<file path="config.mk">
export PLATFORM = sky130hd
export DESIGN_NAME = base64_stream_encoder_core_flat
export DESIGN_NICKNAME = d
export VERILOG_FILES = /design/src/hdl/b64e_pkg.sv /design/src/hdl/b64e_in_if.sv /design/src/hdl/b64e_out_if.sv /design/src/hdl/base64_stream_encoder_core.sv /design/src/hdl/b64e_front.sv /design/src/hdl/b64e_queue.sv /design/src/hdl/b64e_back.sv /design/src/flat_wrapper.sv
export SDC_FILE = /design/constraint.sdc
export NUM_CORES = 1
export LEC_CHECK = 0
export BUFFER_PORTS_ARGS = -buffer_cell sky130_fd_sc_hd__buf_2
export CAP_MARGIN = 20
export CORE_MARGIN = 4
export CORE_UTILIZATION = 50
export CTS_CLUSTER_DIAMETER = 100
export DETAILED_ROUTE_END_ITERATION = 12
export PLACE_DENSITY = 0.77
export SYNTH_ARGS = -nofsm -noshare
export SYNTH_HDL_FRONTEND = slang
export SYNTH_SLANG_ARGS = --single-unit
</file>
<file path="constraint.sdc">
create_clock -name clk -period 3.4 [get_ports clk]
set_input_delay 0.34 -clock clk [delete_from_list [all_inputs] [get_ports clk]]
set_output_delay 0.34 -clock clk [all_outputs]
set_load 0.05 [all_outputs]
</file>
<file path="src/hdl/b64e_pkg.sv">
// b64e_pkg: shared types, constants and the alphabet function of the base64 encoder
// no dependencies; compiled first
package b64e_pkg;

  // one complete group as it travels from front to back
  typedef struct packed {
    logic [7:0] b0;
    logic [7:0] b1;
    logic [7:0] b2;
    logic [1:0] nbytes;   // real bytes in the group, 1 to 3
    logic       last;     // group ends the message
  } group_t;

  // position of a character inside its group
  typedef logic [1:0] char_idx_t;

  localparam char_idx_t IDX_FIRST  = 2'd0;
  localparam char_idx_t IDX_SECOND = 2'd1;
  localparam char_idx_t IDX_THIRD  = 2'd2;
  localparam char_idx_t IDX_FOURTH = 2'd3;

  // held byte counts
  localparam logic [1:0] HELD_NONE = 2'd0;
  localparam logic [1:0] HELD_ONE  = 2'd1;
  localparam logic [1:0] HELD_TWO  = 2'd2;

  // group sizes
  localparam logic [1:0] GROUP_TWO   = 2'd2;
  localparam logic [1:0] GROUP_THREE = 2'd3;

  // ascii codes
  localparam logic [6:0] PAD_CHAR     = 7'd61;  // '='
  localparam logic [6:0] CHAR_UPPER_A = 7'd65;  // 'A'
  localparam logic [6:0] CHAR_LOWER_A = 7'd97;  // 'a'
  localparam logic [6:0] CHAR_DIGIT_0 = 7'd48;  // '0'
  localparam logic [6:0] CHAR_PLUS    = 7'd43;  // '+'
  localparam logic [6:0] CHAR_SLASH   = 7'd47;  // '/'

  // alphabet ranges
  localparam logic [5:0] SEXTET_LOWER = 6'd26;
  localparam logic [5:0] SEXTET_DIGIT = 6'd52;
  localparam logic [5:0] SEXTET_PLUS  = 6'd62;
  localparam logic [5:0] SEXTET_SLASH = 6'd63;

  // standard alphabet lookup for one six-bit value
  function automatic logic [6:0] sextet_char(input logic [5:0] s);
    logic [6:0] sx;
    logic [6:0] res;
    sx = {1'b0, s};
    if (s < SEXTET_LOWER) begin
      res = CHAR_UPPER_A + sx;
    end else if (s < SEXTET_DIGIT) begin
      res = CHAR_LOWER_A + sx - {1'b0, SEXTET_LOWER};
    end else if (s < SEXTET_PLUS) begin
      res = CHAR_DIGIT_0 + sx - {1'b0, SEXTET_DIGIT};
    end else if (s == SEXTET_PLUS) begin
      res = CHAR_PLUS;
    end else begin
      res = CHAR_SLASH;
    end
    return res;
  endfunction

endpackage

</file>
<file path="src/hdl/b64e_in_if.sv">
// b64e_in_if: byte channel of the base64 encoder
// depends on nothing; valid/ready handshake with byte payload
interface b64e_in_if;
  logic       valid;
  logic       ready;
  logic [7:0] data_byte;
  logic       last_byte;

  modport source (output valid, output data_byte, output last_byte, input ready);
  modport sink   (input valid, input data_byte, input last_byte, output ready);
endinterface

</file>
<file path="src/hdl/b64e_out_if.sv">
// b64e_out_if: character channel of the base64 encoder
// depends on nothing; valid/ready handshake with character payload
interface b64e_out_if;
  logic       valid;
  logic       ready;
  logic [6:0] out_char;
  logic       end_of_text;

  modport source (output valid, output out_char, output end_of_text, input ready);
  modport sink   (input valid, input out_char, input end_of_text, output ready);
endinterface

</file>
<file path="src/hdl/base64_stream_encoder_core.sv">
// base64_stream_encoder_core: top level of the streaming base64 encoder
// depends on b64e_pkg, b64e_in_if, b64e_out_if, b64e_front, b64e_queue, b64e_back
//
// Encodes a byte stream to base64 with the standard alphabet and '=' padding.
// One byte is taken per cycle on byte_ch while the group queue has room; a third
// byte, or any byte marked last, completes a group. With the back end idle, that
// group is written into the group queue, then loaded into the back end, which
// then offers its first character on char_ch. Each group leaves as four
// characters, one per cycle while char_ch is ready, so the sustained rate is set
// by the character output of the back end, not by the byte intake. A message
// ending in a one- or two-byte group still yields four characters. The
// QUEUE_DEPTH groups of buffering let the input keep flowing while the output is
// stalled, until the queue is full; end_of_text marks the fourth character of
// the final group.
module base64_stream_encoder_core #(
  parameter int QUEUE_DEPTH = 2
) (
  input  logic        clk,
  input  logic        rst,
  b64e_in_if.sink     byte_ch,
  b64e_out_if.source  char_ch
);
  import b64e_pkg::*;

  group_t front_grp;
  logic   front_push;
  logic   queue_full;
  group_t queue_head;
  logic   queue_not_empty;
  logic   back_pop;

  // byte intake and grouping
  b64e_front u_front (
    .clk      (clk),
    .rst      (rst),
    .byte_ch  (byte_ch),
    .grp      (front_grp),
    .grp_push (front_push),
    .grp_full (queue_full)
  );

  // group queue
  b64e_queue #(
    .DEPTH (QUEUE_DEPTH)
  ) u_queue (
    .clk       (clk),
    .rst       (rst),
    .wr_grp    (front_grp),
    .push      (front_push),
    .full      (queue_full),
    .rd_grp    (queue_head),
    .not_empty (queue_not_empty),
    .pop       (back_pop)
  );

  // character output
  b64e_back u_back (
    .clk        (clk),
    .rst        (rst),
    .head       (queue_head),
    .head_valid (queue_not_empty),
    .pop        (back_pop),
    .char_ch    (char_ch)
  );

endmodule

</file>
<file path="src/hdl/b64e_front.sv">
// b64e_front: takes bytes, holds up to two, and forms complete groups
// depends on b64e_pkg and b64e_in_if
module b64e_front (
  input  logic            clk,
  input  logic            rst,
  b64e_in_if.sink         byte_ch,
  output b64e_pkg::group_t grp,
  output logic            grp_push,
  input  logic            grp_full
);
  import b64e_pkg::*;

  logic [7:0] held_bytes [2];
  logic [1:0] held_count;
  logic [1:0] cnt;
  logic       accept;
  logic       completes;

  // a held count of three is treated like two
  assign cnt = (held_count == GROUP_THREE) ? HELD_TWO : held_count;

  // transaction accepted whenever the queue has room
  assign byte_ch.ready = !grp_full;
  assign accept        = byte_ch.valid && byte_ch.ready;
  assign completes     = byte_ch.last_byte || (cnt == HELD_TWO);
  assign grp_push      = accept && completes;

  // assemble the group from held bytes and the incoming one
  always_comb begin
    grp.b0     = (cnt != HELD_NONE) ? held_bytes[0] : byte_ch.data_byte;
    grp.b1     = (cnt == HELD_TWO) ? held_bytes[1] :
                 (cnt == HELD_ONE) ? byte_ch.data_byte : 8'd0;
    grp.b2     = (cnt == HELD_TWO) ? byte_ch.data_byte : 8'd0;
    grp.nbytes = cnt + 2'd1;
    grp.last   = byte_ch.last_byte;
  end

  // pending byte count
  always_ff @(posedge clk) begin
    if (rst) begin
      held_count <= HELD_NONE;
    end else if (accept) begin
      held_count <= completes ? HELD_NONE : cnt + 2'd1;
    end
  end

  // pending byte store
  always_ff @(posedge clk) begin
    if (accept && !completes) begin
      held_bytes[cnt[0]] <= byte_ch.data_byte;
    end
  end

  a_count_never_three: assert property (@(posedge clk) disable iff (rst)
    held_count != GROUP_THREE)
    else $error("held count reached three");

  a_pending_advances: assert property (@(posedge clk) disable iff (rst)
    (accept && !completes) |=> held_count == $past(cnt) + 2'd1)
    else $error("pending byte did not advance held count");

  a_group_clears: assert property (@(posedge clk) disable iff (rst)
    grp_push |=> held_count == HELD_NONE)
    else $error("held count not cleared after group");

endmodule

</file>
<file path="src/hdl/b64e_queue.sv">
// b64e_queue: short register queue of groups between front and back
// depends on b64e_pkg
module b64e_queue #(
  parameter int DEPTH = 2
) (
  input  logic             clk,
  input  logic             rst,
  input  b64e_pkg::group_t wr_grp,
  input  logic             push,
  output logic             full,
  output b64e_pkg::group_t rd_grp,
  output logic             not_empty,
  input  logic             pop
);
  import b64e_pkg::*;

  localparam int PTR_W = (DEPTH > 1) ? $clog2(DEPTH) : 1;
  localparam int CNT_W = $clog2(DEPTH + 1);

  group_t            entries [DEPTH];
  logic [PTR_W-1:0]  wr_ptr;
  logic [PTR_W-1:0]  rd_ptr;
  logic [CNT_W-1:0]  count;
  logic              do_push;
  logic              do_pop;

  assign full      = (count == CNT_W'(DEPTH));
  assign not_empty = (count != '0);
  assign do_push   = push && !full;
  assign do_pop    = pop && not_empty;
  assign rd_grp    = entries[rd_ptr];

  // pointers and fill count
  always_ff @(posedge clk) begin
    if (rst) begin
      wr_ptr <= '0;
      rd_ptr <= '0;
      count  <= '0;
    end else begin
      if (do_push) begin
        wr_ptr <= (wr_ptr == PTR_W'(DEPTH - 1)) ? '0 : wr_ptr + PTR_W'(1);
      end
      if (do_pop) begin
        rd_ptr <= (rd_ptr == PTR_W'(DEPTH - 1)) ? '0 : rd_ptr + PTR_W'(1);
      end
      if (do_push && !do_pop) begin
        count <= count + CNT_W'(1);
      end else if (do_pop && !do_push) begin
        count <= count - CNT_W'(1);
      end
    end
  end

  // group storage
  always_ff @(posedge clk) begin
    if (do_push) begin
      entries[wr_ptr] <= wr_grp;
    end
  end

  a_count_bounded: assert property (@(posedge clk) disable iff (rst)
    count <= CNT_W'(DEPTH))
    else $error("queue count above depth");

  a_no_lost_push: assert property (@(posedge clk) disable iff (rst)
    push |-> !full)
    else $error("group pushed into a full queue");

  a_push_grows: assert property (@(posedge clk) disable iff (rst)
    (do_push && !do_pop) |=> count == $past(count) + CNT_W'(1))
    else $error("push did not grow the queue");

endmodule

</file>
<file path="src/hdl/b64e_back.sv">
// b64e_back: takes groups from the queue and sends four characters each
// depends on b64e_pkg and b64e_out_if
module b64e_back (
  input  logic             clk,
  input  logic             rst,
  input  b64e_pkg::group_t head,
  input  logic             head_valid,
  output logic             pop,
  b64e_out_if.source       char_ch
);
  import b64e_pkg::*;

  group_t    cur;
  char_idx_t idx;
  logic      busy;
  logic      out_fire;
  logic      load;
  logic [5:0] sextet;
  logic      pad;

  assign out_fire = char_ch.valid && char_ch.ready;
  // next group enters as soon as the fourth character leaves
  assign load     = head_valid && (!busy || (out_fire && idx == IDX_FOURTH));
  assign pop      = load;

  // current group and character position
  always_ff @(posedge clk) begin
    if (rst) begin
      busy <= 1'b0;
      idx  <= IDX_FIRST;
    end else if (load) begin
      busy <= 1'b1;
      idx  <= IDX_FIRST;
    end else if (out_fire) begin
      if (idx == IDX_FOURTH) begin
        busy <= 1'b0;
      end else begin
        idx <= idx + 2'd1;
      end
    end
  end

  always_ff @(posedge clk) begin
    if (load) begin
      cur <= head;
    end
  end

  // six-bit slice for the current position
  always_comb begin
    case (idx)
      IDX_FIRST:  sextet = cur.b0[7:2];
      IDX_SECOND: sextet = {cur.b0[1:0], cur.b1[7:4]};
      IDX_THIRD:  sextet = {cur.b1[3:0], cur.b2[7:6]};
      default:    sextet = cur.b2[5:0];
    endcase
  end

  // padding for short final groups
  assign pad = ((idx == IDX_THIRD) && (cur.nbytes < GROUP_TWO)) ||
               ((idx == IDX_FOURTH) && (cur.nbytes < GROUP_THREE));

  assign char_ch.valid       = busy;
  assign char_ch.out_char    = pad ? PAD_CHAR : sextet_char(sextet);
  assign char_ch.end_of_text = cur.last && (idx == IDX_FOURTH);

  a_idle_after_group: assert property (@(posedge clk) disable iff (rst)
    (out_fire && idx == IDX_FOURTH && !head_valid) |=> !busy)
    else $error("back stayed busy with no group left");

  a_idx_advances: assert property (@(posedge clk) disable iff (rst)
    (out_fire && idx != IDX_FOURTH) |=> (busy && idx == $past(idx) + 2'd1))
    else $error("character position did not advance");

  a_no_early_pad: assert property (@(posedge clk) disable iff (rst)
    (busy && (idx == IDX_FIRST || idx == IDX_SECOND)) |-> char_ch.out_char != PAD_CHAR)
    else $error("padding on first or second character");

endmodule
</file>
<file path="src/flat_wrapper.sv">
// flat-port wrapper written by rule: the top's interface ports become plain ports
module base64_stream_encoder_core_flat import b64e_pkg::*;
#(
  parameter int QUEUE_DEPTH = 2
)
  (clk, rst, byte_ch_valid, byte_ch_data_byte, byte_ch_last_byte, byte_ch_ready, char_ch_valid, char_ch_out_char, char_ch_end_of_text, char_ch_ready);
  b64e_in_if byte_ch_i ();
  b64e_out_if char_ch_i ();
  input  logic clk;
  input  logic rst;
  input wire logic [$bits(byte_ch_i.valid)-1:0] byte_ch_valid;
  input wire logic [$bits(byte_ch_i.data_byte)-1:0] byte_ch_data_byte;
  input wire logic [$bits(byte_ch_i.last_byte)-1:0] byte_ch_last_byte;
  output wire logic [$bits(byte_ch_i.ready)-1:0] byte_ch_ready;
  output wire logic [$bits(char_ch_i.valid)-1:0] char_ch_valid;
  output wire logic [$bits(char_ch_i.out_char)-1:0] char_ch_out_char;
  output wire logic [$bits(char_ch_i.end_of_text)-1:0] char_ch_end_of_text;
  input wire logic [$bits(char_ch_i.ready)-1:0] char_ch_ready;
  assign byte_ch_i.valid = byte_ch_valid;
  assign byte_ch_i.data_byte = byte_ch_data_byte;
  assign byte_ch_i.last_byte = byte_ch_last_byte;
  assign byte_ch_ready = byte_ch_i.ready;
  assign char_ch_valid = char_ch_i.valid;
  assign char_ch_out_char = char_ch_i.out_char;
  assign char_ch_end_of_text = char_ch_i.end_of_text;
  assign char_ch_i.ready = char_ch_ready;
  base64_stream_encoder_core #(.QUEUE_DEPTH(QUEUE_DEPTH)) u_core (.clk(clk), .rst(rst), .byte_ch(byte_ch_i), .char_ch(char_ch_i));
endmodule
</file>
## Yosys cells after proc, flatten, opt, wreduce, memory -nomap -nowiden

Memories as Yosys holds them, arrays and structs flattened. A register that Yosys moved wholly into a read port is not among the register bits.
Index checks and enable logic that the tools add are counted.

- Bits in registers: 9
- Memory bits (writable): 70
- Input port bits: 13
- Output and inout port bits: 10
- Logic and storage cells: 86
- Memories kept: 2

- Add/subtract/negate cells: 11
- Order comparisons: 5
- Equality and inequality tests: 8
- Mux-type cells: 23
- Bitwise operators: 1
- Reduce and logical (&&, ||, !) cells: 30

Memory list:

| memory | depth | bits a word | rd ports | clocked after Yosys merged registers in | wr ports | RTL line | text |
|---|---|---|---|---|---|---|---|
| u_core.u_queue.entries | 2 | 27 | 1 | 1 | 1 | b64e_queue.sv:20 | `group_t entries [DEPTH];` |
| u_core.u_front.held_bytes | 2 | 8 | 2 | 0 | 1 | b64e_front.sv:13 | `logic [7:0] held_bytes [2];` |

Operator list:

| operator | count |
|---|---|
| 2-to-1 mux 8 bit | 4 |
| 2-to-1 mux 7 bit | 4 |
| one-hot mux 6 bit (3 select lines) | 1 |
| adder 7 x 6 -> 7 bit (first input constant) | 2 |
| logical AND 1 bit | 13 |
| less-than comparator 6 bit (second input constant) | 2 |
| equality test 2 bit (second input constant) | 5 |
| nonzero test 2 bit | 5 |
| 2-to-1 mux 1 bit | 9 |
| 2-to-1 mux 2 bit | 4 |
| adder 6 x 6 -> 7 bit (first input constant) | 1 |
| subtractor 7 x 5 -> 7 bit (second input constant) | 1 |
| subtractor 7 x 6 -> 7 bit (second input constant) | 1 |
| adder 2 x 1 -> 2 bit (second input constant) | 3 |
| equality test 6 bit (second input constant) | 1 |
| less-than comparator 6 x 5 -> 1 bit (second input constant) | 1 |
| zero test 1 bit | 5 |
| equality test 2 x 1 -> 1 bit (second input constant) | 2 |
| less-than comparator 2 bit (second input constant) | 2 |
| AND reduction 2 bit | 2 |
| logical OR 1 bit | 3 |
| 2-to-1 mux 3 bit | 1 |
| adder 1 bit (second input constant) | 2 |
| zero test 2 bit | 1 |
| 3 further kinds | 3 |

## Longest topological paths before layout

- Depth after elaboration: 10
- Depth in mapped cells: 10
- Depth with buffers taken out: 10

## By module

From an unflattened synthesis, not the netlist that was laid out.

- Cells, all modules: 304
- Area total of the unflattened synthesis: 4644.5 um^2

By module, submodules not included:

| module | instances | cells an instance | area an instance (um^2) | seq. area each (um^2) |
|---|---|---|---|---|
| b64e_queue | 1 | 109 | 2165.8 | 1721.7 |
| b64e_back | 1 | 134 | 1627.8 | 870.8 |
| b64e_front | 1 | 61 | 850.8 | 520.5 |

## Worst setup path after synthesis

OpenSTA, ideal clock, no wires.

- Kind: register to register
- From: reg u_core.u_queue.count[0]
- To: mem u_core.u_queue.entries[0][0] (netlist bit), enable pin
- Library setup time: 0.445 ns
- Data arrival time: 3.005 ns
- Required time: 2.955 ns
- Path slack: -0.050 ns
- Stages on the path, launching flop included: 4
- Buffers on the path: 0
- Period minus slack after synthesis: 3.450 ns
- Cells stage by stage: dfxtp_1 -> nand2b_1 -> nand2_1 -> nor3_1

- Word-level cells in the longest chain between the ends: 7

Ends and longest elaborated chain:

| item | RTL line | text |
|---|---|---|
| start, declared | b64e_queue.sv:23 | `logic [CNT_W-1:0] count;` |
| start signal, assigned | b64e_queue.sv:47 | `count <= count + CNT_W'(1);` |
| start signal, assigned | b64e_queue.sv:49 | `count <= count - CNT_W'(1);` |
| equality test 2 bit * | b64e_queue.sv:27 | `assign full = (count == CNT_W'(DEPTH));` |
| zero test 1 bit * | b64e_front.sv:23 | `assign byte_ch.ready = !grp_full;` |
| net byte_ch_ready | flat_wrapper.sv:14 | `output wire logic [$bits(byte_ch_i.ready)-1:0] byte_ch_ready;` |
| logical AND 1 bit | b64e_front.sv:24 | `assign accept = byte_ch.valid && byte_ch.ready;` |
| logical AND 1 bit | b64e_front.sv:26 | `assign grp_push = accept && completes;` |
| logical AND 1 bit * | b64e_queue.sv:29 | `assign do_push = push && !full;` |
| 2-to-1 mux 1 bit * | b64e_queue.sv:56 | `if (do_push) begin` |
| 2-to-1 mux 1 bit (not written as such) * | b64e_queue.sv:57 | `entries[wr_ptr] <= wr_grp;` |
| end, declared | b64e_queue.sv:20 |  |

The timed path passes the listed nets; every way through them passes the cells marked *.

## Worst setup path after layout

- From: reg u_core.u_back.idx[1]
- To: out char_ch_out_char[3]

- Word-level cells in the longest chain between the ends: 8
- Elaborated cells between the ends (all ways): 20
- Those cells by class: 5 x add/sub; 3 x order compare; 3 x eq/ne; 5 x mux; 4 x reduce/logical

Ends and longest elaborated chain:

| item | RTL line | text |
|---|---|---|
| start, declared | b64e_back.sv:14 | `char_idx_t idx;` |
| start signal, assigned | b64e_back.sv:38 | `idx <= idx + 2'd1;` |
| equality test 2 bit (tied with other cells) | b64e_back.sv:51, b64e_back.sv:60 |  |
| one-hot mux 6 bit (3 select lines) | b64e_back.sv:51 | `case (idx)` |
| adder 6 x 6 -> 7 bit | b64e_pkg.sv:55 | `res = CHAR_DIGIT_0 + sx - {1'b0, SEXTET_DIGIT};` |
| subtractor 7 x 6 -> 7 bit | b64e_pkg.sv:55 |  |
| 2-to-1 mux 7 bit | b64e_pkg.sv:54 | `end else if (s < SEXTET_PLUS) begin` |
| 2-to-1 mux 7 bit | b64e_pkg.sv:52 | `end else if (s < SEXTET_DIGIT) begin` |
| 2-to-1 mux 7 bit | b64e_pkg.sv:50 | `if (s < SEXTET_LOWER) begin` |
| 2-to-1 mux 7 bit * | b64e_back.sv:64 | `assign char_ch.out_char = pad ? PAD_CHAR : sextet_char(sextet);` |
| end, declared | flat_wrapper.sv:16 | `output wire logic [$bits(char_ch_i.out_char)-1:0] char_ch_out_char;` |

Every way passes the cells marked *; elsewhere a longest branch is shown, timed or not.

==> summary.txt <==
Outcome
  – Status: complete, no violations

Floorplan
  – Die area: 0.01056 mm^2
  – Width of the die: 102.8 um
  – # rows: 34
  – Die Span Y: 102.8 um
  – Initial core utilization: 51.51%
  – Io pins: 23
  – Core Region: 0.008721 mm^2

Critical path
  – CP endpoint kind: primary output
  – Largest fanout on the critical path: 9
  – CP Data Arrival Time: 2.88 ns
  – Setup crit start kind: flip-flop
  – CP Class: reg2out
  – Data required, critical path: 3.06 ns

Clock tree
  – Root buf cell: clkbuf_8
  – CTS tree: yes
  – Clk_lat worst skew: 0.36 ns
  – Clock Sinks: 106
  – Clk slew on worst S/H paths: 0.10 ns
  – H-tree depth: 3
  – Bufs on Longest Clock Path: 2
  – CTS Buf Count: 9

Synthesis
  – Post-synth top flop: edfxtp_1
  – Post-synth top cells: 97 x edfxtp_1, 38 x mux2_2, 13 x inv_1
  – Ys Warns: 0
  – Sequential fraction of the synthesis area: 68.86%
  – Post-Synthesis Cells: 295
  – Mapped Area: 0.004492 mm^2
  – Area leader, netlist: edfxtp_1
  – Synthesized net count: 316
  – Synth unique cells: 44
  – Top-count cell post-synth: edfxtp_1
  – Async set-reset flop share out of synthesis: 0%
  – Syn_area_per_cell: 15.23 um^2
  – Post-synth top area share: 64.85%
  – Post-synth EDFFs: 97
  – Yosys reg bits: 106
  – Area contributors post-synth: edfxtp_1 65%, mux2_2 9.5%, dfxtp_1 4.0%

Power and ir drop
  – Max IR drop VDD: 0.5547 mV
  – Pwr per Cell Area: 852.9 mW/mm^2
  – Final Total Pwr: 4.280 mW
  – Static leakage: 1.744 nW

Global route
  – Initial antenna violation count: 0
  – Number of global-route vias before repair: 2,437
  – First-pass GRT wire length: 12.43 mm
  – Largest net degree at the start of global routing: 31
  – Gr usage total: 15.62%
  – GRT overflow: 0

STA
  – Final Cycle Share: 94.56%
  – Clock skew: 0.008487 ns
  – Slew Limit Headroom: 43.31%
  – RSZ-0062 raised after global routing: no
  – Final Max Tran Viols: 0
  – Fin crit period: 3.215 ns
  – Setup TNS: 0 ns
  – Final hold vios: 0
  – Setup violators final: 0
  – Worst-Margin Slew: 0.8472 ns
  – Fmax: 311.0 MHz

Placement
  – IO buf count: 22
  – Gp weighted congestion: 0.7730
  – Placed wire-length estimate: 5.162 mm
  – Placed Area: 0.004766 mm^2
  – Dpl cells: 423

Finish
  – Ant. Diodes: 0
  – Layout cells sized above 1: 31.16%
  – Area delta synth->final: 11.73%
  – Final non-filler cell total: 445
  – Final #Nets: 353
  – Design area: 0.005019 mm^2

Detailed routing
  – Vias: 2,458
  – Pre-Repair DR Iteration Count: 4
  – Avg Vias per Cell: 5.524
  – Routed WL per cell: 16.84 um
  – Antenna Nets Post-Route: 0
  – Iter 0 DRT Violations: 164
  – Total wire length: 7.495 mm
  – DRC viols: 0

Worst hold path
  – Hold WC Path Type: in2reg

Job
  – Max_cap viols: 0
[state kept, by name, summed over array words and instances (netlist names)]
name                         flops
u_core.u_queue.wr_ptr            1
u_core.u_queue.entries          54
u_core.u_queue.count             2
u_core.u_queue.rd_ptr            1
u_core.u_back.idx                2
u_core.u_back.cur               27
u_core.u_back.char_ch.valid      1
u_core.u_front.held_count        2
u_core.u_front.held_bytes       16
[what timing repair did]
action                                 4_1_cts  5_1_grt
setup endpoints to repair                    0        5
endpoints found under the hold margin        0        0
resized for setup                            0        7
hold buffers                                 0        0
buffers inserted                             0        6
[per-layer routing]
metal  vias to the layer above  track usage [%]  part of all wire (%)
met5                         -                0                     0
met4                         0            6.574                   1.7
met3                        12            2.030                   3.7
met2                        58            24.93                    49
met1                      1185            21.81                    45
li1                       1203                -                     -
[cell usage in the layout, fill, tap and decap left out, types with 7 or more instances in the layout]
master / synthesis / final
buf_2: 1 / 20
nor3_1: 8 / 7
inv_1: 13 / 13
and2_1: 10 / 10
nand2_1: 11 / 11
edfxtp_1: 97 / 97
a21oi_1: 11 / 9
o21ai_0: 9 / 9
nor2_1: 12 / 12
mux2_2: 38 / 38
buf_4: 0 / 13
clkbuf_8: 0 / 9
dfxtp_1: 9 / 9
a22o_1: 8 / 8
[path summary, 6_finish.rpt]
check	slack (ns)	from	endpoint	cells past startpoint
max reg2reg	1.12	u_core.u_front.held_count[1]	u_core.u_queue.entries[1][24]	4
min	0.20	byte_ch_last_byte	u_core.u_queue.entries[0][0]	1
min reg2reg	0.52	u_core.u_back.char_ch.valid	u_core.u_back.char_ch.valid	2
max	0.18	u_core.u_back.idx[1]	char_ch_out_char[3]	10
[power breakdown]
group	total (mW)	internal, mW	switching [mW]
registers	1.80	1.72	0.0798
logic	1.74	0.609	1.13
clock network	0.740	0.339	0.400
[worst max-delay path: stages (launching register included)]
cell	delay, ns
dfxtp_1	0.40
ha_1	0.37
inv_2	0.18
mux2_4	0.36
inv_4	0.08
ha_2	0.27
nand3_1	0.06
o21ai_0	0.08
a221oi_1	0.29
a31o_1	0.19
clkbuf_4	0.22
[cell families (layout without fill, tap and decap cells)]
logic type                 after synthesis  in the layout  share of synthesized area (%)
and+or+nand+nor                         60             60                          6.825
muxes                                   42             42                          10.70
xor gates and xnor gates                 8              8                          1.560
adders and majority gates                8              8                          2.229
buffers and inverters                   24             66                          2.089
AOI/OAI and AO/OA                       47             47                          7.744
DFF                                    106            106                          68.86
[final cells by class]
cell class	instances	area, um^2
clock buffers	9	123.9
clock inverters	7	67.56
fillers	645	3702
inverters	16	62.56
multi-input cells	165	1331
flip-flops and latches	106	3093
well taps	108	135.1
repair buffers	34	205.2
[through the flow]
step           utilization, %  setup slack [ns]  hold WS, ns
2_1_floorplan               -            0.1212       0.4389
3_3_place_gp            54.65            0.5170       0.4799
3_5_place_dp            54.65            0.4220       0.5129
4_1_cts                 56.84          0.003369       0.1874
5_1_grt                 57.55           0.02375       0.1904
6_report                57.55            0.1849       0.2028
Power figures use the tool's default switching activity.
